**src/rtl/sthr_pkg.sv**
```systemverilog
// shared types and constants of the serial throttle with deadman ramp
// used by sthr_front, sthr_back and the top level; depends on nothing
package sthr_pkg;

    localparam int TEXT_DEPTH  = 15;
    localparam int RAMP_STEPS  = 20;
    localparam int QUEUE_DEPTH = 2;

    localparam int CNT_W    = $clog2(TEXT_DEPTH + 1);
    localparam int IDX_W    = $clog2(TEXT_DEPTH);
    localparam int STEP_W   = $clog2(RAMP_STEPS + 1);
    localparam int QPTR_W   = $clog2(QUEUE_DEPTH);
    localparam int QCNT_W   = $clog2(QUEUE_DEPTH + 1);
    localparam int MAG_W    = 7 + STEP_W;
    localparam int PROD_W   = MAG_W + 1;
    localparam int MCALC_W  = 10;

    localparam int TIMEOUT_W   = 16;
    localparam int STEP_TICK_W = 10;
    localparam int CFG_W       = 16;
    localparam int CFG_IDX_W   = 1;
    localparam int OUT_W       = 24;

    localparam logic [CFG_IDX_W-1:0]   REG_TIMEOUT   = 1'd0;
    localparam logic [CFG_IDX_W-1:0]   REG_RAMP_STEP = 1'd1;
    localparam logic [TIMEOUT_W-1:0]   TIMEOUT_RESET = 16'd3000;
    localparam logic [STEP_TICK_W-1:0] STEP_RESET    = 10'd25;
    localparam logic [TIMEOUT_W-1:0]   IDLE_MAX      = 16'hFFFF;

    localparam logic [10:0] NEUTRAL_US = 11'd1500;
    localparam logic [6:0]  MAG_MAX    = 7'd100;
    localparam logic [6:0]  MAG_SAT    = 7'd101;
    localparam logic [3:0]  MINUS_CODE = 4'd10;

    localparam logic [7:0] CHAR_LF    = 8'd10;
    localparam logic [7:0] CHAR_CR    = 8'd13;
    localparam logic [7:0] CHAR_BS    = 8'd8;
    localparam logic [7:0] CHAR_DEL   = 8'd127;
    localparam logic [7:0] CHAR_MINUS = 8'd45;
    localparam logic [7:0] CHAR_ZERO  = 8'd48;
    localparam logic [7:0] CHAR_NINE  = 8'd57;

    // floor reciprocal of the step count, quotient estimate is at most one low
    localparam logic [MAG_W:0] RECIP = (MAG_W + 1)'((1 << MAG_W) / RAMP_STEPS);

    typedef enum logic [2:0] {
        K_TICK,
        K_LINE_END,
        K_BACKSPACE,
        K_DIGIT,
        K_MINUS,
        K_OTHER
    } kind_t;

    typedef struct packed {
        kind_t      kind;
        logic [3:0] digit;
    } cmd_t;

    typedef enum logic [2:0] {
        S_IDLE,
        S_CONV,
        S_MUL,
        S_QUO,
        S_FIX,
        S_PUBLISH
    } state_t;

    typedef struct packed {
        logic [1:0]  pad;
        logic        ramping;
        logic        deadman_tripped;
        logic        command_taken;
        logic [7:0]  throttle_now;
        logic [10:0] pulse_width_us;
    } result_t;

endpackage

```
**src/rtl/sthr_front.sv**
```systemverilog
// front end: accepts input words, classifies each byte into a command kind
// and holds commands in a short queue for the back end; uses sthr_pkg
module sthr_front (
    input  logic          clk,
    input  logic          rst_n,
    input  logic          s_tvalid,
    output logic          s_tready,
    input  logic [7:0]    s_tdata,   // rx_byte
    input  logic          s_tuser,   // operation
    output logic          cmd_valid,
    output sthr_pkg::cmd_t cmd,
    input  logic          cmd_pop
);
    import sthr_pkg::*;

    cmd_t              cls;
    cmd_t              queue_reg [QUEUE_DEPTH];
    logic [QPTR_W-1:0] wr_ptr_reg;
    logic [QPTR_W-1:0] rd_ptr_reg;
    logic [QCNT_W-1:0] count_reg;
    logic              push;

    always_comb
    begin
        cls.digit = s_tdata[3:0];
        if (s_tuser)
            cls.kind = K_TICK;
        else if (s_tdata == CHAR_CR || s_tdata == CHAR_LF)
            cls.kind = K_LINE_END;
        else if (s_tdata == CHAR_BS || s_tdata == CHAR_DEL)
            cls.kind = K_BACKSPACE;
        else if (s_tdata >= CHAR_ZERO && s_tdata <= CHAR_NINE)
            cls.kind = K_DIGIT;
        else if (s_tdata == CHAR_MINUS)
            cls.kind = K_MINUS;
        else
            cls.kind = K_OTHER;
    end

    assign s_tready  = (count_reg != QCNT_W'(QUEUE_DEPTH));
    assign push      = s_tvalid && s_tready;
    assign cmd_valid = (count_reg != '0);
    assign cmd       = queue_reg[rd_ptr_reg];

    always_ff @(posedge clk)
    begin
        if (push)
        begin
            queue_reg[wr_ptr_reg] <= cls;
        end
    end

    always_ff @(posedge clk or negedge rst_n)
    begin
        if (!rst_n)
        begin
            wr_ptr_reg <= '0;
            rd_ptr_reg <= '0;
            count_reg  <= '0;
        end
        else
        begin
            if (push)
            begin
                wr_ptr_reg <= wr_ptr_reg + QPTR_W'(1);
            end
            if (cmd_pop)
            begin
                rd_ptr_reg <= rd_ptr_reg + QPTR_W'(1);
            end
            if (push && !cmd_pop)
            begin
                count_reg <= count_reg + QCNT_W'(1);
            end
            else if (!push && cmd_pop)
            begin
                count_reg <= count_reg - QCNT_W'(1);
            end
        end
    end

endmodule

```
**src/rtl/sthr_back.sv**
```systemverilog
// back end: text buffer, decimal conversion, idle timer, deadman ramp and
// the output word register; takes commands from sthr_front, uses sthr_pkg
module sthr_back (
    input  logic                            clk,
    input  logic                            rst_n,
    input  logic                            cfg_we,
    input  logic [sthr_pkg::CFG_IDX_W-1:0]  cfg_index,
    input  logic [sthr_pkg::CFG_W-1:0]      cfg_data,
    input  logic                            cmd_valid,
    input  sthr_pkg::cmd_t                  cmd,
    output logic                            cmd_pop,
    output logic                            m_tvalid,
    input  logic                            m_tready,
    output logic [sthr_pkg::OUT_W-1:0]      m_tdata
);
    import sthr_pkg::*;

    state_t                 state_reg, state_next;
    logic [3:0]             text_store [TEXT_DEPTH];
    logic                   store_we;
    logic [IDX_W-1:0]       store_addr;
    logic [3:0]             store_data;

    logic [TIMEOUT_W-1:0]   timeout_reg;
    logic [STEP_TICK_W-1:0] step_ticks_reg;

    logic [CNT_W-1:0]       text_count_reg, text_count_next;
    logic [7:0]             throttle_reg, throttle_next;
    logic [TIMEOUT_W-1:0]   idle_reg, idle_next;
    logic                   ramp_active_reg, ramp_active_next;
    logic [STEP_W-1:0]      ramp_index_reg, ramp_index_next;
    logic [STEP_TICK_W-1:0] hold_reg, hold_next;
    logic [7:0]             ramp_val_reg, ramp_val_next;
    logic                   taken_reg, taken_next;
    logic                   tripped_reg, tripped_next;
    logic [IDX_W-1:0]       conv_idx_reg, conv_idx_next;
    logic [6:0]             mag_reg, mag_next;
    logic                   neg_reg, neg_next;
    logic [PROD_W-1:0]      prod_reg, prod_next;
    logic [MAG_W-1:0]       rmag_reg, rmag_next;
    logic                   rneg_reg, rneg_next;
    logic [MAG_W-1:0]       quo_reg, quo_next;
    logic                   out_valid_reg, out_valid_next;
    result_t                out_reg, out_next;

    logic [STEP_TICK_W-1:0] hold_plus;
    logic [TIMEOUT_W-1:0]   idle_inc;
    logic [3:0]             conv_digit;
    logic [MCALC_W-1:0]     mag_calc;
    logic [6:0]             mag_upd;
    logic [6:0]             mag_fin;
    logic                   neg_upd;
    logic [PROD_W-1:0]      prod_abs;
    logic [2*MAG_W:0]       quo_wide;
    logic [MAG_W-1:0]       quo_times;
    logic [MAG_W-1:0]       quo_rem;
    logic [MAG_W-1:0]       quo_fix;
    logic [7:0]             now_val;
    logic [11:0]            now_ext;
    logic [11:0]            pulse_sum;

    always_ff @(posedge clk or negedge rst_n)
    begin
        if (!rst_n)
        begin
            timeout_reg    <= TIMEOUT_RESET;
            step_ticks_reg <= STEP_RESET;
        end
        else if (cfg_we)
        begin
            unique case (cfg_index)
                REG_TIMEOUT:   timeout_reg    <= cfg_data[TIMEOUT_W-1:0];
                REG_RAMP_STEP: step_ticks_reg <= cfg_data[STEP_TICK_W-1:0];
                default:       ;
            endcase
        end
    end

    always_ff @(posedge clk)
    begin
        if (store_we)
        begin
            text_store[store_addr] <= store_data;
        end
    end

    always_ff @(posedge clk or negedge rst_n)
    begin
        if (!rst_n)
            state_reg <= S_IDLE;
        else
            state_reg <= state_next;
    end

    always_ff @(posedge clk or negedge rst_n)
    begin
        if (!rst_n)
        begin
            text_count_reg  <= '0;
            throttle_reg    <= '0;
            idle_reg        <= '0;
            ramp_active_reg <= 1'b0;
            ramp_index_reg  <= '0;
            hold_reg        <= '0;
            ramp_val_reg    <= '0;
            taken_reg       <= 1'b0;
            tripped_reg     <= 1'b0;
            conv_idx_reg    <= '0;
            mag_reg         <= '0;
            neg_reg         <= 1'b0;
            prod_reg        <= '0;
            rmag_reg        <= '0;
            rneg_reg        <= 1'b0;
            quo_reg         <= '0;
            out_valid_reg   <= 1'b0;
            out_reg         <= '0;
        end
        else
        begin
            text_count_reg  <= text_count_next;
            throttle_reg    <= throttle_next;
            idle_reg        <= idle_next;
            ramp_active_reg <= ramp_active_next;
            ramp_index_reg  <= ramp_index_next;
            hold_reg        <= hold_next;
            ramp_val_reg    <= ramp_val_next;
            taken_reg       <= taken_next;
            tripped_reg     <= tripped_next;
            conv_idx_reg    <= conv_idx_next;
            mag_reg         <= mag_next;
            neg_reg         <= neg_next;
            prod_reg        <= prod_next;
            rmag_reg        <= rmag_next;
            rneg_reg        <= rneg_next;
            quo_reg         <= quo_next;
            out_valid_reg   <= out_valid_next;
            out_reg         <= out_next;
        end
    end

    // helpers that do not depend on the state
    always_comb
    begin
        hold_plus  = hold_reg + STEP_TICK_W'(1);
        idle_inc   = (idle_reg == IDLE_MAX) ? idle_reg : idle_reg + TIMEOUT_W'(1);
        conv_digit = text_store[conv_idx_reg];
        mag_calc   = MCALC_W'(mag_reg) * MCALC_W'(10) + MCALC_W'(conv_digit);
        if (conv_digit == MINUS_CODE)
        begin
            mag_upd = mag_reg;
            neg_upd = 1'b1;
        end
        else
        begin
            mag_upd = (mag_calc > MCALC_W'(MAG_MAX)) ? MAG_SAT : mag_calc[6:0];
            neg_upd = neg_reg;
        end
        mag_fin   = (mag_upd > MAG_MAX) ? MAG_MAX : mag_upd;
        prod_abs  = prod_reg[PROD_W-1] ? -prod_reg : prod_reg;
        quo_wide  = (2*MAG_W + 1)'(prod_abs[MAG_W-1:0]) * (2*MAG_W + 1)'(RECIP);
        quo_times = MAG_W'(quo_reg * MAG_W'(RAMP_STEPS));
        quo_rem   = rmag_reg - quo_times;
        quo_fix   = (quo_rem >= MAG_W'(RAMP_STEPS)) ? quo_reg + MAG_W'(1) : quo_reg;
        now_val   = ramp_active_reg ? ramp_val_reg : throttle_reg;
        now_ext   = {{4{now_val[7]}}, now_val};
        // 1500 + 5 * throttle, always positive
        pulse_sum = {1'b0, NEUTRAL_US} + (now_ext << 2) + now_ext;
    end

    always_comb
    begin
        state_next       = state_reg;
        text_count_next  = text_count_reg;
        throttle_next    = throttle_reg;
        idle_next        = idle_reg;
        ramp_active_next = ramp_active_reg;
        ramp_index_next  = ramp_index_reg;
        hold_next        = hold_reg;
        ramp_val_next    = ramp_val_reg;
        taken_next       = taken_reg;
        tripped_next     = tripped_reg;
        conv_idx_next    = conv_idx_reg;
        mag_next         = mag_reg;
        neg_next         = neg_reg;
        prod_next        = prod_reg;
        rmag_next        = rmag_reg;
        rneg_next        = rneg_reg;
        quo_next         = quo_reg;
        out_next         = out_reg;
        out_valid_next   = out_valid_reg && !m_tready;
        cmd_pop          = 1'b0;
        store_we         = 1'b0;
        store_addr       = text_count_reg[IDX_W-1:0];
        store_data       = cmd.digit;

        unique case (state_reg)
            S_IDLE:
            begin
                if (cmd_valid)
                begin
                    cmd_pop      = 1'b1;
                    taken_next   = 1'b0;
                    tripped_next = 1'b0;
                    state_next   = S_PUBLISH;
                    if (cmd.kind == K_TICK)
                    begin
                        if (ramp_active_reg)
                        begin
                            if (hold_plus >= step_ticks_reg)
                            begin
                                hold_next = '0;
                                if (ramp_index_reg == '0)
                                begin
                                    ramp_active_next = 1'b0;
                                    throttle_next    = '0;
                                    text_count_next  = '0;
                                    idle_next        = '0;
                                end
                                else
                                begin
                                    ramp_index_next = ramp_index_reg - STEP_W'(1);
                                    state_next      = S_MUL;
                                end
                            end
                            else
                            begin
                                hold_next = hold_plus;
                            end
                        end
                        else
                        begin
                            idle_next = idle_inc;
                            if (throttle_reg != '0 && idle_inc > timeout_reg)
                            begin
                                tripped_next     = 1'b1;
                                ramp_active_next = 1'b1;
                                ramp_index_next  = STEP_W'(RAMP_STEPS);
                                hold_next        = '0;
                                state_next       = S_MUL;
                            end
                        end
                    end
                    else if (!ramp_active_reg)
                    begin
                        idle_next = '0;
                        unique case (cmd.kind)
                            K_LINE_END:
                            begin
                                if (text_count_reg != '0)
                                begin
                                    conv_idx_next = '0;
                                    mag_next      = '0;
                                    neg_next      = 1'b0;
                                    state_next    = S_CONV;
                                end
                            end
                            K_BACKSPACE:
                            begin
                                if (text_count_reg != '0)
                                    text_count_next = text_count_reg - CNT_W'(1);
                            end
                            K_DIGIT:
                            begin
                                if (text_count_reg < CNT_W'(TEXT_DEPTH))
                                begin
                                    store_we        = 1'b1;
                                    text_count_next = text_count_reg + CNT_W'(1);
                                end
                            end
                            K_MINUS:
                            begin
                                if (text_count_reg == '0)
                                begin
                                    store_we        = 1'b1;
                                    store_data      = MINUS_CODE;
                                    text_count_next = text_count_reg + CNT_W'(1);
                                end
                            end
                            default: ;
                        endcase
                    end
                end
            end
            S_CONV:
            begin
                // one stored character per cycle
                mag_next = mag_upd;
                neg_next = neg_upd;
                if (CNT_W'(conv_idx_reg) + CNT_W'(1) == text_count_reg)
                begin
                    throttle_next   = neg_upd ? -{1'b0, mag_fin} : {1'b0, mag_fin};
                    text_count_next = '0;
                    taken_next      = 1'b1;
                    state_next      = S_PUBLISH;
                end
                else
                begin
                    conv_idx_next = conv_idx_reg + IDX_W'(1);
                end
            end
            S_MUL:
            begin
                prod_next  = $signed(throttle_reg) * $signed({1'b0, ramp_index_reg});
                state_next = S_QUO;
            end
            S_QUO:
            begin
                rmag_next  = prod_abs[MAG_W-1:0];
                rneg_next  = prod_reg[PROD_W-1];
                quo_next   = quo_wide[2*MAG_W-1:MAG_W];
                state_next = S_FIX;
            end
            S_FIX:
            begin
                ramp_val_next = rneg_reg ? -quo_fix[7:0] : quo_fix[7:0];
                state_next    = S_PUBLISH;
            end
            S_PUBLISH:
            begin
                if (!out_valid_reg || m_tready)
                begin
                    out_valid_next           = 1'b1;
                    out_next.pad             = '0;
                    out_next.ramping         = ramp_active_reg;
                    out_next.deadman_tripped = tripped_reg;
                    out_next.command_taken   = taken_reg;
                    out_next.throttle_now    = now_val;
                    out_next.pulse_width_us  = pulse_sum[10:0];
                    state_next               = S_IDLE;
                end
            end
            default:
            begin
                state_next = S_IDLE;
            end
        endcase
    end

    assign m_tvalid = out_valid_reg;
    assign m_tdata  = out_reg;

    a_ramp_has_throttle: assert property (@(posedge clk) disable iff (!rst_n)
        ramp_active_reg |-> (throttle_reg != '0))
        else $error("ramp running with zero throttle");

    a_text_bound: assert property (@(posedge clk) disable iff (!rst_n)
        text_count_reg <= CNT_W'(TEXT_DEPTH))
        else $error("text count beyond buffer depth");

    a_ramp_index_bound: assert property (@(posedge clk) disable iff (!rst_n)
        ramp_index_reg <= STEP_W'(RAMP_STEPS))
        else $error("ramp index beyond step count");

    a_conv_in_text: assert property (@(posedge clk) disable iff (!rst_n)
        (state_reg == S_CONV) |-> (CNT_W'(conv_idx_reg) < text_count_reg))
        else $error("conversion reads past stored text");

    a_pop_nonempty: assert property (@(posedge clk) disable iff (!rst_n)
        cmd_pop |-> cmd_valid)
        else $error("command popped from empty queue");

endmodule

```
**src/rtl/serial_throttle_with_deadman_ramp.sv**
```systemverilog
// top level of the serial throttle with deadman ramp
// instantiates sthr_front and sthr_back; uses sthr_pkg
//
// usage:
//   s_* carries one word per received serial byte (s_tuser = 0, byte in
//   s_tdata) or per millisecond tick (s_tuser = 1). m_* returns exactly one
//   status word per input word, in order: pulse width, throttle now driven
//   and the taken / tripped / ramping flags.
//   cfg_we writes timeout_ticks (index 0) or ramp_step_ticks (index 1);
//   write only while no word is in flight.
// sequencing:
//   a word is classified into a two-entry command queue, then executed by
//   the back-end sequencer one command at a time. plain bytes and ticks
//   pass the idle and publish states on the way to the output register; a
//   tick that starts or steps the ramp also passes the multiply, reciprocal
//   divide and fix states; a line end converts up to 15 stored characters.
// reset:
//   throttle 0, pulse 1500 us, empty text, timeout 3000, step 25; the text
//   buffer is not cleared and needs no clearing pass.
// stall:
//   the output register holds its word until m_tready; the queue keeps
//   taking words until it is full, then s_tready drops.
module serial_throttle_with_deadman_ramp (
    input  logic                           clk,
    input  logic                           rst_n,
    input  logic                           s_tvalid,
    output logic                           s_tready,
    input  logic [7:0]                     s_tdata,   // [7:0] rx_byte
    input  logic                           s_tuser,   // [0] operation
    output logic                           m_tvalid,
    input  logic                           m_tready,
    // [10:0] pulse_width_us, [18:11] throttle_now, [19] command_taken,
    // [20] deadman_tripped, [21] ramping, [23:22] zero
    output logic [sthr_pkg::OUT_W-1:0]     m_tdata,
    input  logic                           cfg_we,
    input  logic [sthr_pkg::CFG_IDX_W-1:0] cfg_index,
    input  logic [sthr_pkg::CFG_W-1:0]     cfg_data
);
    import sthr_pkg::*;

    logic cmd_valid;
    cmd_t cmd;
    logic cmd_pop;

    sthr_front u_front (
        .clk       (clk),
        .rst_n     (rst_n),
        .s_tvalid  (s_tvalid),
        .s_tready  (s_tready),
        .s_tdata   (s_tdata),
        .s_tuser   (s_tuser),
        .cmd_valid (cmd_valid),
        .cmd       (cmd),
        .cmd_pop   (cmd_pop)
    );

    sthr_back u_back (
        .clk       (clk),
        .rst_n     (rst_n),
        .cfg_we    (cfg_we),
        .cfg_index (cfg_index),
        .cfg_data  (cfg_data),
        .cmd_valid (cmd_valid),
        .cmd       (cmd),
        .cmd_pop   (cmd_pop),
        .m_tvalid  (m_tvalid),
        .m_tready  (m_tready),
        .m_tdata   (m_tdata)
    );

endmodule

```
**config.mk**
```make
export PLATFORM = sky130hd
export DESIGN_NAME = serial_throttle_with_deadman_ramp
export DESIGN_NICKNAME = d
export VERILOG_FILES = /design/src/rtl/sthr_pkg.sv /design/src/rtl/sthr_front.sv /design/src/rtl/sthr_back.sv /design/src/rtl/serial_throttle_with_deadman_ramp.sv
export SDC_FILE = /design/constraint.sdc
export NUM_CORES = 1
export LEC_CHECK = 0
export BUFFER_PORTS_ARGS = -buffer_cell sky130_fd_sc_hd__buf_2
export CAP_MARGIN = 20
export CORE_MARGIN = 2
export CORE_UTILIZATION = 45
export DETAILED_ROUTE_END_ITERATION = 6
export PLACE_DENSITY = 0.69
export SLEW_MARGIN = 20
export SYNTH_ARGS = -nofsm -noshare
export SYNTH_HDL_FRONTEND = slang
export SYNTH_SLANG_ARGS = --single-unit
export TNS_END_PERCENT = 100
```
**constraint.sdc**
```tcl
create_clock -name clk -period 7.3 [get_ports clk]
set_clock_uncertainty 0.2 [all_clocks]
set_input_delay 1.095 -clock clk [delete_from_list [all_inputs] [get_ports clk]]
set_output_delay 1.095 -clock clk [all_outputs]
set_load 0.01 [all_outputs]
```
# Word-level counts from Yosys, hierarchy flattened
# Memory sizes are Yosys's and may differ from the RTL's.
# Cells that the tools add are included.
[classes]
n_addsub = 18
n_mul = 4
order_cmp = 8
n_eq_ne = 42
n_mux = 109
bitwise = 1
reduce_logical = 37
[op_table]
columns = ["op", "n"]
rows = [
  ["16-bit two-way mux", 6],
  ["4-bit two-way mux", 22],
  ["8-bit two-way mux", 10],
  ["7-bit two-way mux", 8],
  ["3-bit two-way mux", 15],
  ["10-bit two-way mux", 3],
  ["1-bit two-way mux", 29],
  ["8-bit by 4-bit == test with 1-bit output (second input constant)", 3],
  ["5-bit two-way mux", 4],
  ["2-bit inequality test (second input constant)", 10],
  ["12-bit by 6-bit multiplier with 18-bit output (second input constant)", 1],
  ["3-bit case mux with 6 select lines", 1],
  ["16-bit by 1-bit adder with 16-bit output (second input constant)", 1],
  ["16-bit == test (second input constant)", 1],
  ["16-bit greater-than comparator", 1],
  ["4-bit case mux with 2 select lines", 2],
  ["8-bit case mux with 2 select lines", 1],
  ["2-bit by 1-bit inequality test with 1-bit output (second input constant)", 7],
  ["7-bit case mux with 2 select lines", 1],
  ["7-bit AND reduction", 2],
  ["8-bit by 6-bit multiplier with 13-bit output", 1],
  ["3-bit by 2-bit == test with 1-bit output (second input constant)", 4],
  ["12-bit by 5-bit >= comparator with 1-bit output (second input constant)", 1],
  ["12-bit two-way mux", 1],
  ["other kinds (52)", 84],
]
[totals]
ff_bits = 156
ram_bits = 74
inputBits = 31
output_inout_bits = 26
wordCells = 249
n_memories = 2
[memory_table]
columns = ["name", "depth", "width", "read_ports", "rd_ports_with_merged_regs", "wr", "line_no", "text"]
rows = [
  ["u_back.text_store", 15, 4, 1, 0, 1, "sthr_back.sv:19", "logic [3:0] text_store [TEXT_DEPTH];"],
  ["u_front.queue_reg", 2, 7, 1, 0, 1, "sthr_front.sv:17", "cmd_t queue_reg [QUEUE_DEPTH];"],
]

# Logic depth before layout (Yosys ltp)
# Gate-level depths: netlist of the first run.
[logic_depth]
ltp_word = 11
mapped_depth = 22
ltp_nobuf = 21

# By module
# Synthesis of the first run repeated with hierarchy kept, for this count alone.
[hier_totals]
cells_unflattened = 1554
hier_area_um2 = 15642.5
[modules_own_cells]
columns = ["mod", "n_inst", "cells_each", "area_per_inst_um2", "seq_area_each_um2"]
rows = [
  ["sthr_back", 1, 1493, 14821.7, 5517.8],
  ["sthr_front", 1, 61, 820.8, 520.5],
]

# Least setup slack after synthesis of the first run
# No wires, ideal clock.
[synth_timing]
path_type = "register to register"
from = "register u_back.conv_idx_reg[1]"
to = "register u_back.throttle_reg[4]"
setup_ps = 121
t_arrival_ps = 4515
required_time_ps = 6979
slack_ps = 2464
stages_incl_launch_ff = 19
path_buffers = 1
synth_period_minus_slack_ps = 4836
cell_sequence = "dfrtp_1 -> clkbuf_1 -> mux4_2 -> mux4_2 -> ha_1 -> nor2b_1 -> o21ai_0 -> or3_1 -> o211ai_1 -> o32ai_1 -> a31o_1 -> o41a_1 -> o221ai_2 -> ha_1 -> o21ai_0 -> a31oi_1 -> a31oi_1 -> xnor2_1 -> a22o_1"
[synth_via]
elab_chain_cells = 11
word_cells_on_any_way = 17
cone_classes = "add/sub (3); order compare (2); eq/ne (3); mux (7); reduce/logical (1); memory (1)"
[synth_lines]
columns = ["item", "line_no", "text"]
rows = [
  ["start: declaration", "sthr_back.sv:36", "logic [IDX_W-1:0] conv_idx_reg, conv_idx_next;"],
  ["start signal: assignment", "sthr_back.sv:129", "conv_idx_reg <= conv_idx_next;"],
  ["memory read 15 x 4 bit", "-", ""],
  ["10-bit by 4-bit adder with 10-bit output", "sthr_back.sv:147", "mag_calc = MCALC_W'(mag_reg) * MCALC_W'(10) + MCALC_W'(conv_digit);"],
  ["10-bit by 7-bit greater-than comparator with 1-bit output", "sthr_back.sv:155", "mag_upd = (mag_calc > MCALC_W'(MAG_MAX)) ? MAG_SAT : mag_calc[6:0];"],
  ["7-bit two-way mux", "sthr_back.sv:155", ""],
  ["7-bit two-way mux", "sthr_back.sv:148", "if (conv_digit == MINUS_CODE)"],
  ["7-bit greater-than comparator", "sthr_back.sv:158", "mag_fin = (mag_upd > MAG_MAX) ? MAG_MAX : mag_upd;"],
  ["7-bit two-way mux", "sthr_back.sv:158", ""],
  ["7-bit negator with 8-bit output", "sthr_back.sv:291", "throttle_next = neg_upd ? -{1'b0, mag_fin} : {1'b0, mag_fin};"],
  ["8-bit two-way mux", "sthr_back.sv:291", ""],
  ["8-bit two-way mux", "sthr_back.sv:289", "if (CNT_W'(conv_idx_reg) + CNT_W'(1) == text_count_reg)"],
  ["8-bit case mux with 2 select lines", "sthr_back.sv:196", "unique case (state_reg)"],
  ["end signal: assignment", "sthr_back.sv:121", "throttle_reg <= throttle_next;"],
  ["end: declaration", "sthr_back.sv:28", "logic [7:0] throttle_reg, throttle_next;"],
]
# Parallel ways exist; a longest one is shown, timed or not. The select of a mux whose other input is x is not followed.
# A chain may end at the register's enable or synchronous reset.

# Worst setup path after layout of the first run
[layout_timing]
from = "register u_back.conv_idx_reg[0]"
to = "register u_back.throttle_reg[4]"
# Same word-level chain as after synthesis.

==> impl_metrics.py, run 1 <==
metrics = {
    "placement": {
        "dpl.hpwl_um": 25200,
        "port-buffer-count": 54,
        "routabilityCongestion": 0.901,
    },
    "grt": {
        "maximum_number_of_pins_on_one_net_before_global_route_repair": 83,
        "initial_antenna_violation_count": 0,
        "grt_usage_pct": 18.6,
        "grt_pass1_wl_um": 55800,
        "vias_in_the_first_global_route": 11215,
        "grt-ovfl-total": 0,
    },
    "routing": {
        "drt-total-wl_um": 33600,
        "avgRoutedWirePerCell_um": 16.3,
        "vias_per_cell": 5.49,
        "route.antenna.remaining_nets": 0,
        "post-route-drc-count": 0,
        "drt_iter0_drc": 518,
        "number_of_optimization_iterations_in_the_first_detailed_route_pass": 5,
        "routed-via-count": 11338,
    },
    "final_layout": {
        "multi_input_comb_area_mm2": 0.00894,
        "layout_commonest_cell": "nand2_1",
        "antenna_cells_inserted": 0,
        "synth_to_layout_area_growth_pct": 10.2,
        "nets": 1810,
        "layout.filler_cells": 3112,
        "top_register": "u_back.text_store",
        "seqCellArea_mm2": 0.00604,
        "share_of_final_layout_standard_cells_stronger_than_drive_strength_1_pct": 11.2,
        "number_of_flip_flops_in_the_largest_register": 60,
        "layout_common_cells": "nand2_1 (165), ha_1 (143), dfrtp_1 (142)",
    },
    "setup_path": {
        "timing.critical_path.to_type": "flip-flop",
        "critical_path_peak_fanout": 15,
        "worst_ep_arrival_time_ns": 5.91,
        "r2r_cells": 19,
        "setup.reg_to_reg.worst_slack_ns": 1.63,
        "critical_path_rt_ns": 7.54,
        "critical_path.reg2reg.startpoint": "u_back.conv_idx_reg[0]$_DFFE_PN0P_",
        "setup.worst_path.class": "flip-flop to flip-flop",
        "worstSetupStartpointType": "flip-flop",
        "r2r-end": "u_back.throttle_reg[4]$_DFFE_PN0P_",
    },
    "synth": {
        "post_synth.cell_area_avg_um2": 10.1,
        "netlist-cell-type-count": 82,
        "yosys_warnings": 0,
        "synthArstFlopShare_pct": 67.3,
        "synth_area_mm2": 0.0156,
        "syn_inst": 1555,
        "synth.yosys.seq_area_share_pct": 38.6,
        "commonest_register_cell_after_synthesis": "dfrtp_1",
        "synth_edf_count": 74,
        "ys_ff_latch": 226,
    },
    "worst_hold_path": {
        "min-delay-start": "u_back.m_tdata[18]$_DFFE_PN0P_",
        "min_delay_worst_endpoint": "u_back.m_tdata[18]$_DFFE_PN0P_",
        "hold_depth": 2,
        "hold_path.class": "flip-flop to flip-flop",
    },
    "timing": {
        "post-route-min-period_ns": 5.67,
        "final-setup-viol-count": 0,
        "achievable-frequency_mhz": 176,
        "rsz0062_at_grt": "false",
        "finalHoldViolations": 0,
        "final_min_period_over_clock_period_pct": 77.7,
        "slew_headroom_pct": 29.6,
        "setup-tns-final_ns": 0,
        "final.hold.worst_slack_ns": 0.277,
        "timing_max_transition_violations_final": 0,
        "timing_worst_slew_pin_value_ns": 1.05,
    },
    "clock_network": {
        "clk_path_buf_depth": 3,
        "clock_sinks": 226,
        "clkSlewWorstSetupHoldPaths_ns": 0.06,
        "clock_insertion_delay_worst_skew_ns": 0.55,
        "cts-resized-gates": 0,
        "number_of_clock_buffers_inserted_by_tritoncts": 26,
        "cts_tree": "yes",
        "htreeDepth": 1,
        "cts-root-buf": "clkbuf_16",
        "cts_setup_buffers": 0,
        "ctsHoldBuffers": 0,
    },
    "floorplanning": {
        "floorplan.initialDensity_pct": 45.5,
        "floorplan.die_area_mm2": 0.0363,
        "die_height_um": 190,
        "fp.dieW_um": 190,
        "core_region_area_mm2": 0.0344,
        "floorplan.rows": 68,
        "io_pins": 57,
    },
    "job": {
        "max_capacitance_violation_total": 0,
    },
    "power_and_ir_drop": {
        "power_leakage_nw": 7.87,
        "vdd_ir_drop_max_v": 0.000219,
        "p_per_area_mw_per_mm2": 297,
    },
    "run_status": {
        "outcome": "complete, no violations",
    },
}
-- how the worst max path moves through the flow --
stage / cells after the start / slack, ns / endpoint / startpoint
floorplan: 18 / 2.46 / u_back.throttle_reg[4]$_DFFE_PN0P_ / u_back.conv_idx_reg[1]$_DFFE_PN0P_
global placement: 18 / 1.77 / u_back.throttle_reg[4]$_DFFE_PN0P_ / u_back.conv_idx_reg[0]$_DFFE_PN0P_
detailed placement: 19 / 1.67 / u_back.throttle_reg[4]$_DFFE_PN0P_ / u_back.conv_idx_reg[0]$_DFFE_PN0P_
CTS: 19 / 1.63 / u_back.throttle_reg[4]$_DFFE_PN0P_ / u_back.conv_idx_reg[0]$_DFFE_PN0P_
global route: 18 / 1.27 / u_back.throttle_reg[4]$_DFFE_PN0P_ / u_back.conv_idx_reg[0]$_DFFE_PN0P_
finish: 19 / 1.63 / u_back.throttle_reg[4]$_DFFE_PN0P_ / u_back.conv_idx_reg[0]$_DFFE_PN0P_
-- critical path, cell delays in order (launching register included) --
cell and delay, ns:
dfrtp_1 0.78, buf_4 0.32, mux4_2 0.52, mux4_2 0.52, ha_1 0.31, a21o_1 0.16, a21oi_1 0.28, xnor2_1 0.23
nor2_1 0.13, o21a_1 0.14, o21a_1 0.20, a31o_1 0.28, o41a_1 0.47, o221ai_2 0.10, ha_1 0.24, o21ai_0 0.10
a31oi_1 0.15, a31oi_1 0.11, xnor2_1 0.16, a22o_1 0.17
-- layout make-up --
| cell class | instances | area share (%) |
|---|---|---|
| clock buffers | 36 | 4.22 |
| clock inverters | 11 | 1.00 |
| inverters | 117 | 2.55 |
| multi-input cells | 1157 | 51.9 |
| flip-flops and latches | 226 | 35.0 |
| well taps | 455 | 3.30 |
| repair buffers | 63 | 2.06 |
-- kinds of logic (layout without fill, tap and decap cells) --
group | count (synthesis) | count (layout) | synth area share [%]
simple gates | 472 | 472 | 14.7
other cells | 1 | 2 | 0.0240
fa+ha+maj | 188 | 188 | 17.2
flops | 226 | 226 | 38.6
xor+xnor | 99 | 99 | 5.54
compound gates | 328 | 328 | 13.8
buf+inv | 173 | 227 | 4.30
mux | 68 | 68 | 5.85
-- routing by layer --
metal  track usage, %  share of wire, %  up-vias
met1             25.9                47     5450
li1                 -                 -     5581
met2             30.8                47      248
met5                0                 0        -
met4             4.68               2.2        0
met3             2.37               4.2       59
-- where the power goes --
part / switching (mW) / internal [mW]
Clock: 0.527 / 0.838
Combinational: 1.12 / 0.836
Sequential: 0.261 / 1.53
-- Yosys cell counts, types with 5 or more instances --
cell type,instances,share of area [%]
o21ai_0,103,3.3
fa_1,45,5.8
a31oi_1,17,0.68
or2_2,7,0.28
nor2_1,93,2.2
a22o_1,18,1.0
nand3b_1,7,0.34
dfrtp_1,142,23
mux2_2,27,1.9
clkbuf_1,46,1.1
a21oi_1,57,1.8
dfstp_2,10,1.7
o22ai_1,11,0.44
xnor2_1,63,3.5
nand2b_1,22,0.88
mux2i_1,24,1.5
o21bai_1,9,0.43
nor4_1,11,0.44
nor2b_1,18,0.72
ha_1,143,11
nand2_1,165,4.0
o31ai_1,9,0.43
nand3_1,27,0.86
mux4_2,16,2.3
o32ai_1,5,0.28
a21o_1,23,1.1
xor2_1,36,2.0
and2_1,39,1.6
edfxtp_1,74,14
nor3b_1,6,0.29
and3_1,17,0.68
or3_1,9,0.36
o21a_1,9,0.43
inv_1,117,2.8
o41ai_1,5,0.28
nand4_1,5,0.20
o21ai_1,8,0.26
nor3_1,31,0.99
-- stage by stage --
stage	util [%]	worst slack, ns	cells	total power [mW]	instance area (um2)
global placement	47.4	1.77	2015	3.68	16300
global route	50.2	1.27	2065	5.46	17200
finish	50.2	1.63	2065	5.11	17200
detailed placement	47.5	1.67	2016	3.75	16300
CTS	50.1	1.63	2063	5.13	17200
floorplan	-	2.46	1556	3.25	15700
Power figures use the tool's default switching activity.
==> run 2: changes to the inputs <==
- ABC_AREA: unset -> 1
- PLACE_DENSITY: 0.69 -> 0.71
- clock period: 7.3 -> 4.9 ns (I/O delays scaled with it)
==> impl_metrics.py, run 2 <==
metrics = {
    "run_status": {
        "outcome": "finished with violations",
        "violations_in_the_final_reports": "DRC",
    },
    "setup_path": {
        "crit_cells": 24,
        "critical_path_rt_ns": 5.11,
        "crit_path_cell_trace": "inv_1 > ha_1 > a21oi_1 > xor2_1 > ha_1 > ha_1 > inv_1 > fa_1 > inv_1 > ha_1 > a21oi_1 > nand2_1 > a21oi_1 > o21bai_2 > a21oi_1 > o21bai_1 > nand2_1 > nand2_1 > nand2_1 > nand2_1 > nand3_1 > nand3_1 > nand3_1 > o21ai_0",
        "crit_path_buffers_inverters": 3,
        "timing.critical_path.to_type": "flip-flop",
        "timing.critical_path.mode_cell": "nand2_1",
        "setup.worst_path.class": "flip-flop to flip-flop",
        "crit_path_top_delay_cell": "fa_1",
        "r2r_cells": 24,
        "critical_path_peak_fanout": 4,
        "worst_path_largest_cell_delay_ns": 0.52,
        "critPathTopFamily": "adder cells",
        "worstSetupStartpointType": "flip-flop",
        "worst_ep_arrival_time_ns": 4.77,
    },
    "placement": {
        "dpl.hpwl_um": 26000,
        "routabilityCongestion": 0.875,
        "port-buffer-count": 54,
    },
    "synth": {
        "synthDominantCellAreaShare_pct": 22.5,
        "synthArstFlopShare_pct": 67.3,
        "synth_edf_count": 74,
        "synth.most_common_cell": "nand2_1",
        "synth_commonest_cells": "nand2_1 (448), inv_1 (303), nor2_1 (169)",
        "yosys_warnings": 0,
        "post_synth.cell_area_avg_um2": 8.09,
        "synth_area_leaders": "dfrtp_1 (23%), edfxtp_1 (14%), ha_1 (11%)",
        "ys_ff_latch": 226,
        "synth.yosys.seq_area_share_pct": 38.3,
        "commonest_register_cell_after_synthesis": "dfrtp_1",
        "synth_area_mm2": 0.0158,
        "netlist-cell-type-count": 50,
        "synthDominantAreaCellType": "dfrtp_1",
        "syn_inst": 1947,
    },
    "grt": {
        "initial_antenna_violation_count": 0,
        "maximum_number_of_pins_on_one_net_before_global_route_repair": 82,
        "grt_usage_pct": 19.3,
        "grt_pass1_wl_um": 58800,
        "grt-ovfl-total": 0,
        "vias_in_the_first_global_route": 12657,
    },
    "clock_network": {
        "clkSlewWorstSetupHoldPaths_ns": 0.06,
        "htreeDepth": 1,
        "ctsHoldBuffers": 0,
        "cts-root-buf": "clkbuf_16",
        "clk_path_buf_depth": 3,
        "clock_sinks": 226,
        "cts_tree": "yes",
        "clock_insertion_delay_worst_skew_ns": 0.55,
        "number_of_clock_buffers_inserted_by_tritoncts": 27,
    },
    "power_and_ir_drop": {
        "power_leakage_nw": 9.08,
        "vdd_ir_drop_max_v": 0.000319,
        "switching_share_pct": 41.4,
        "share_clk_of_total_power_pct": 25.2,
        "p_switching_mw": 3.25,
        "total_power_mw": 7.85,
        "cellInternalPower_mw": 4.60,
        "comb_power_share_pct": 42.5,
        "p_per_area_mw_per_mm2": 447,
        "seqPwrFrac_pct": 32.3,
    },
    "final_layout": {
        "nets": 2225,
        "synth_to_layout_area_growth_pct": 11.4,
        "share_of_final_layout_standard_cells_stronger_than_drive_strength_1_pct": 8.88,
        "number_of_flip_flops_in_the_largest_register": 60,
        "layout_commonest_cell": "nand2_1",
        "final_core_util_pct": 50.8,
        "layout_common_cells": "nand2_1 (447), inv_1 (303), nor2_1 (164)",
        "top_register": "u_back.text_store",
        "antenna_cells_inserted": 0,
    },
    "floorplanning": {
        "floorplan.initialDensity_pct": 45.6,
        "floorplan.rows": 68,
        "floorplan.die_area_mm2": 0.0365,
        "io_pins": 57,
        "fp.dieW_um": 191,
        "die_height_um": 191,
        "core_region_area_mm2": 0.0345,
    },
    "timing": {
        "timing_max_transition_violations_final": 0,
        "finalHoldViolations": 0,
        "slew_headroom_pct": 26.1,
        "rsz0062_at_grt": "true",
        "achievable-frequency_mhz": 219,
        "timing_worst_slew_pin_value_ns": 1.10,
        "setup-tns-final_ns": 0,
        "final-setup-viol-count": 0,
        "post-route-min-period_ns": 4.56,
        "final_min_period_over_clock_period_pct": 93.0,
    },
    "routing": {
        "avgRoutedWirePerCell_um": 13.8,
        "post-route-drc-count": 2,
        "route.antenna.remaining_nets": 0,
        "drt-total-wl_um": 34300,
        "drt_iter0_drc": 880,
        "vias_per_cell": 5.18,
        "routed-via-count": 12859,
        "number_of_optimization_iterations_in_the_first_detailed_route_pass": 7,
    },
    "job": {
        "max_capacitance_violation_total": 0,
    },
    "worst_hold_path": {
        "hold_path.class": "primary input to async pin",
    },
}
==> run 2: changes by cell type in the layout (fill, tap and decap cells not counted), sizes merged, moves of 22 or more <==
| cell | change |
|---|---|
| o21ai | +48 |
| and2 | -38 |
| mux2i | -23 |
| inv | +195 |
| nand3 | +92 |
| a21o | -22 |
| nor2 | +80 |
| nand2b | -22 |
| nand2 | +286 |
| mux2 | -28 |
| xnor2 | -43 |
==> run 2: stage by stage <==
| step | area, um2 | setup WS, ns | hold slack (ns) | instances |
|---|---|---|---|---|
| 2_1_floorplan | 15800 | 0.702 | 0.239 | 1948 |
| 3_3_place_gp | 16500 | 0.328 | 0.255 | 2427 |
| 3_5_place_dp | 16500 | 0.190 | 0.264 | 2427 |
| 4_1_cts | 17400 | 0.159 | 0.0454 | 2477 |
| 5_1_grt | 17600 | -0.0116 | 0.0756 | 2482 |
| 6_report | 17600 | 0.343 | 0.0215 | 2482 |
==> run 2: path summary, 6_finish.rpt <==
path | endpoint | start | slack, ns
setup / recovery | u_back.quo_reg[4]$_DFFE_PN0P_ | u_back.prod_reg[0]$_DFFE_PN0P_ | 0.34
hold / removal | u_back.idle_reg[13]$_DFFE_PN0P_ | rst_n | 0.02
setup reg to reg | u_back.quo_reg[4]$_DFFE_PN0P_ | u_back.prod_reg[0]$_DFFE_PN0P_ | 0.34
hold reg to reg | u_back.m_tdata[6]$_DFFE_PN0P_ | u_back.m_tdata[6]$_DFFE_PN0P_ | 0.28
max in group asynchronous | u_back.m_tdata[13]$_DFFE_PN0P_ | rst_n | 3.41
min in group clk | u_front.queue_reg[0][3]$_DFFE_PP_ | s_tdata[3] | 0.21
==> run 2: what timing repair did <==
| item | 4_1_cts | 5_1_grt |
|---|---|---|
| setup buffers | 0 | 4 |
| gates resized for setup | 0 | 34 |
| setup endpoints to repair | 0 | 19 |
| hold endpoints to repair | 0 | 0 |
==> run 2: worst register-to-register path, stage by stage, from the launching register on <==
cell      delay, ns
dfrtp_1        0.40
inv_1          0.08
ha_1           0.23
a21oi_1        0.19
xor2_1         0.30
ha_1           0.34
ha_1           0.29
inv_1          0.05
fa_1           0.52
inv_1          0.05
ha_1           0.30
a21oi_1        0.15
nand2_1        0.07
a21oi_1        0.18
o21bai_2       0.11
a21oi_1        0.14
o21bai_1       0.11
nand2_1        0.09
nand2_1        0.07
nand2_1        0.08
nand2_1        0.08
nand3_1        0.10
nand3_1        0.07
nand3_1        0.12
o21ai_0        0.11
==> run 2: logic make-up (layout without fill, tap and decap cells) <==
logic type	after synthesis	count (layout)	synth area share (%)
AO/OA/AOI/OAI	282	282	9.95
adder cells (fa/ha/maj)	188	188	17.1
XOR/XNOR	70	70	3.89
multiplexers	1	1	0.0635
buffers and inverters	360	439	8.92
other	1	2	0.0238
AND/OR/NAND/NOR	819	819	21.8
flip-flops	226	226	38.3
==> run 2: layer usage <==
layer	part of all wire, %	vias to the layer above	GRT usage, %
li1	-	6448	-
met1	47	6037	26.9
met2	46	316	32.2
met3	4.8	58	2.29
met4	1.9	0	4.62
met5	0	-	0
==> run 2: final cells by class <==
class | count | area, um2
clock buffers | 32 | 704
fillers | 3188 | 17000
repair buffers | 74 | 457
inverters | 315 | 1200
clock inverters | 18 | 179
flip-flops and latches | 226 | 6040
multi-input cells | 1362 | 8400
well taps | 455 | 569
==> run 2: power by group through the flow <==
| stage | logic [mW] | clock network [mW] | registers [mW] |
|---|---|---|---|
| 5_1_grt | 3.80 | 2.10 | 2.57 |
| 4_1_cts | 3.22 | 2.02 | 2.53 |
| 3_5_place_dp | 3.20 | 0 | 2.56 |
| 3_3_place_gp | 3.12 | 0 | 2.55 |
| 2_1_floorplan | 2.49 | 0 | 2.50 |
| 6_report | 3.34 | 1.98 | 2.54 |
==> run 3: changes to the inputs <==
--- a/config.mk
+++ b/config.mk
@@ -12,4 +12,6 @@
 export CORE_UTILIZATION = 45
+export CTS_BUF_LIST = sky130_fd_sc_hd__clkbuf_16
 export DETAILED_ROUTE_END_ITERATION = 6
 export PLACE_DENSITY = 0.71
+export REMOVE_ABC_BUFFERS = 1
 export SLEW_MARGIN = 20
==> constraint.sdc (replaced) <==
create_clock -name clk -period 4.9 [get_ports clk]
set_clock_uncertainty 0.2 [all_clocks]
set_input_delay 0.245 -clock clk [delete_from_list [all_inputs] [get_ports clk]]
set_output_delay 0.245 -clock clk [all_outputs]
set_load 0.01 [all_outputs]
==> impl_metrics.py, run 3 (same netlist as run 2, synthesis figures left out) <==
metrics = {
    "final_layout": {
        "antenna_cells_inserted": 0,
        "stdcell_area_mm2": 0.0177,
        "layout.filler_cells": 3266,
        "layout_common_cells": "nand2_1 (447), inv_1 (309), nor2_1 (164)",
        "synth_to_layout_area_growth_pct": 12.3,
        "nets": 2248,
        "share_of_final_layout_standard_cells_stronger_than_drive_strength_1_pct": 8.06,
        "layout_commonest_cell": "nand2_1",
        "top_register": "u_back.text_store",
        "number_of_flip_flops_in_the_largest_register": 60,
        "final_core_util_pct": 51.2,
    },
    "grt": {
        "gr-usage-met3_pct": 2.59,
        "grt-busiest-layer": "met2",
        "grt_usage_pct": 19.4,
        "grt-ovfl-total": 0,
        "grt_pass1_wl_um": 58800,
        "gr-usage-met2_pct": 31.8,
        "maximum_number_of_pins_on_one_net_before_global_route_repair": 58,
        "vias_in_the_first_global_route": 12479,
        "initial_antenna_violation_count": 0,
        "global_route.usage.met1_pct": 27.3,
    },
    "routing": {
        "route.antenna.remaining_nets": 0,
        "drt-total-wl_um": 34400,
        "post-route-drc-count": 0,
        "vias_per_cell": 5.13,
        "number_of_optimization_iterations_in_the_first_detailed_route_pass": 5,
        "drt_iter0_drc": 780,
        "routed-via-count": 12845,
        "avgRoutedWirePerCell_um": 13.8,
    },
    "floorplanning": {
        "fp.dieW_um": 191,
        "core_region_area_mm2": 0.0345,
        "floorplan.initialDensity_pct": 45.6,
        "die_height_um": 191,
        "floorplan.die_area_mm2": 0.0365,
        "floorplan.rows": 68,
        "io_pins": 57,
    },
    "clock_network": {
        "clkSlewWorstSetupHoldPaths_ns": 0.06,
        "clock_insertion_delay_worst_skew_ns": 0.54,
        "cts-root-buf": "clkbuf_16",
        "cts_tree": "yes",
        "clock_sinks": 226,
        "clk_path_buf_depth": 3,
        "htreeDepth": 1,
        "number_of_clock_buffers_inserted_by_tritoncts": 25,
    },
    "worst_hold_path": {
        "hold_path.class": "primary input to async pin",
    },
    "timing": {
        "final.hold.worst_slack_ns": 0.0242,
        "final-setup-viol-count": 0,
        "final_min_period_over_clock_period_pct": 94.5,
        "finalHoldViolations": 0,
        "timing_worst_slew_pin_value_ns": 1.07,
        "timing_max_transition_violations_final": 0,
        "post-route-min-period_ns": 4.63,
        "achievable-frequency_mhz": 216,
        "slew_headroom_pct": 28.3,
    },
    "placement": {
        "dpl.hpwl_um": 25900,
        "port-buffer-count": 54,
        "routabilityCongestion": 0.881,
        "placedInstanceArea_mm2": 0.0165,
    },
    "setup_path": {
        "worst_ep_arrival_time_ns": 4.86,
        "setup.reg_to_reg.worst_slack_ns": 0.27,
        "worstSetupStartpointType": "flip-flop",
        "timing.critical_path.to_type": "flip-flop",
        "critical_path.reg2reg.startpoint": "u_back.prod_reg[0]$_DFFE_PN0P_",
        "r2r-end": "u_back.quo_reg[7]$_DFFE_PN0P_",
        "critical_path_peak_fanout": 4,
        "setup.worst_path.class": "flip-flop to flip-flop",
        "critical_path_rt_ns": 5.12,
        "r2r_cells": 19,
    },
    "power_and_ir_drop": {
        "power_leakage_nw": 9.18,
        "p_per_area_mw_per_mm2": 439,
        "vdd_ir_drop_max_v": 0.000347,
        "total_power_mw": 7.77,
    },
    "run_status": {
        "outcome": "complete, no violations",
    },
    "job": {
        "max_capacitance_violation_total": 0,
    },
}
[run 3: changes by cell type in the layout (fill, tap and decap cells not counted), sizes merged]
cell / delta
bufinv: +1
clkbuf: -8
clkinvlp: -6
inv: +4
dlygate4sd3: +25
buf: +1
clkinv: +3
[run 3: per-layer routing]
| metal | wire [um] | vias to the layer above |
|---|---|---|
| met4 | 704 | 0 |
| met2 | 15700 | 304 |
| met5 | 0 | - |
| met1 | 16400 | 6011 |
| met3 | 1700 | 49 |
| li1 | - | 6481 |
[run 3: power breakdown]
group | internal (mW) | switching [mW] | total [mW]
sequential | 2.30 | 0.234 | 2.53
clock | 1.09 | 0.785 | 1.88
combinational | 1.17 | 2.19 | 3.36
[run 3: metrics by stage]
stage / setup slack, ns / setup TNS [ns] / std cells
after floorplan: 0.479 / 0 / 1903
after global placement: 0.355 / 0 / 2429
after detailed placement: 0.132 / 0 / 2429
after CTS: 0.141 / 0 / 2499
after global routing: -0.0404 / -0.0599 / 2502
final: 0.269 / 0 / 2502
[run 3: worst max-delay path, cell delays in order, from the launching register on]
cell	delay [ns]
dfrtp_1	0.41
inv_1	0.09
ha_1	0.20
nand4_1	0.16
o31ai_1	0.37
nand2_1	0.11
xor2_1	0.35
ha_1	0.34
fa_1	0.47
fa_1	0.48
ha_1	0.36
nand2_1	0.10
o221ai_1	0.13
a21oi_1	0.15
nand2_1	0.08
nand2_1	0.08
nand2_1	0.06
or2_2	0.27
nand3_1	0.07
nand2_1	0.05
[run 3: worst max path at each step]
stage                                          to  depth (start not counted)                          startpoint
2_1_floorplan  u_back.throttle_reg[6]$_DFFE_PN0P_                         31  u_back.conv_idx_reg[0]$_DFFE_PN0P_
3_3_place_gp        u_back.quo_reg[5]$_DFFE_PN0P_                         21      u_back.prod_reg[0]$_DFFE_PN0P_
3_5_place_dp   u_back.ramp_val_reg[4]$_DFFE_PN0N_                         24       u_back.quo_reg[1]$_DFFE_PN0P_
4_1_cts        u_back.ramp_val_reg[4]$_DFFE_PN0N_                         24       u_back.quo_reg[1]$_DFFE_PN0P_
5_1_grt             u_back.quo_reg[7]$_DFFE_PN0P_                         19      u_back.prod_reg[0]$_DFFE_PN0P_
6_report            u_back.quo_reg[7]$_DFFE_PN0P_                         19      u_back.prod_reg[0]$_DFFE_PN0P_
[run 3: timing repair]
item | 4_1_cts | 5_1_grt
hold buffers | 25 | 0
gates resized for setup | 0 | 26
endpoints found under the setup margin | 0 | 16
endpoints found under the hold margin | 92 | 0
buffers inserted | 0 | 3
[run 3: final cells by class]
type | instances | area, um2 | share of cell area (%)
Inverter | 315 | 1190 | 6.72
Tap cell | 455 | 569 | 3.22
Multi-Input combinational cell | 1362 | 8380 | 47.3
Clock inverter | 20 | 193 | 1.09
Clock buffer | 25 | 626 | 3.53
Sequential cell | 226 | 6040 | 34.1
Timing Repair Buffer | 99 | 702 | 3.97
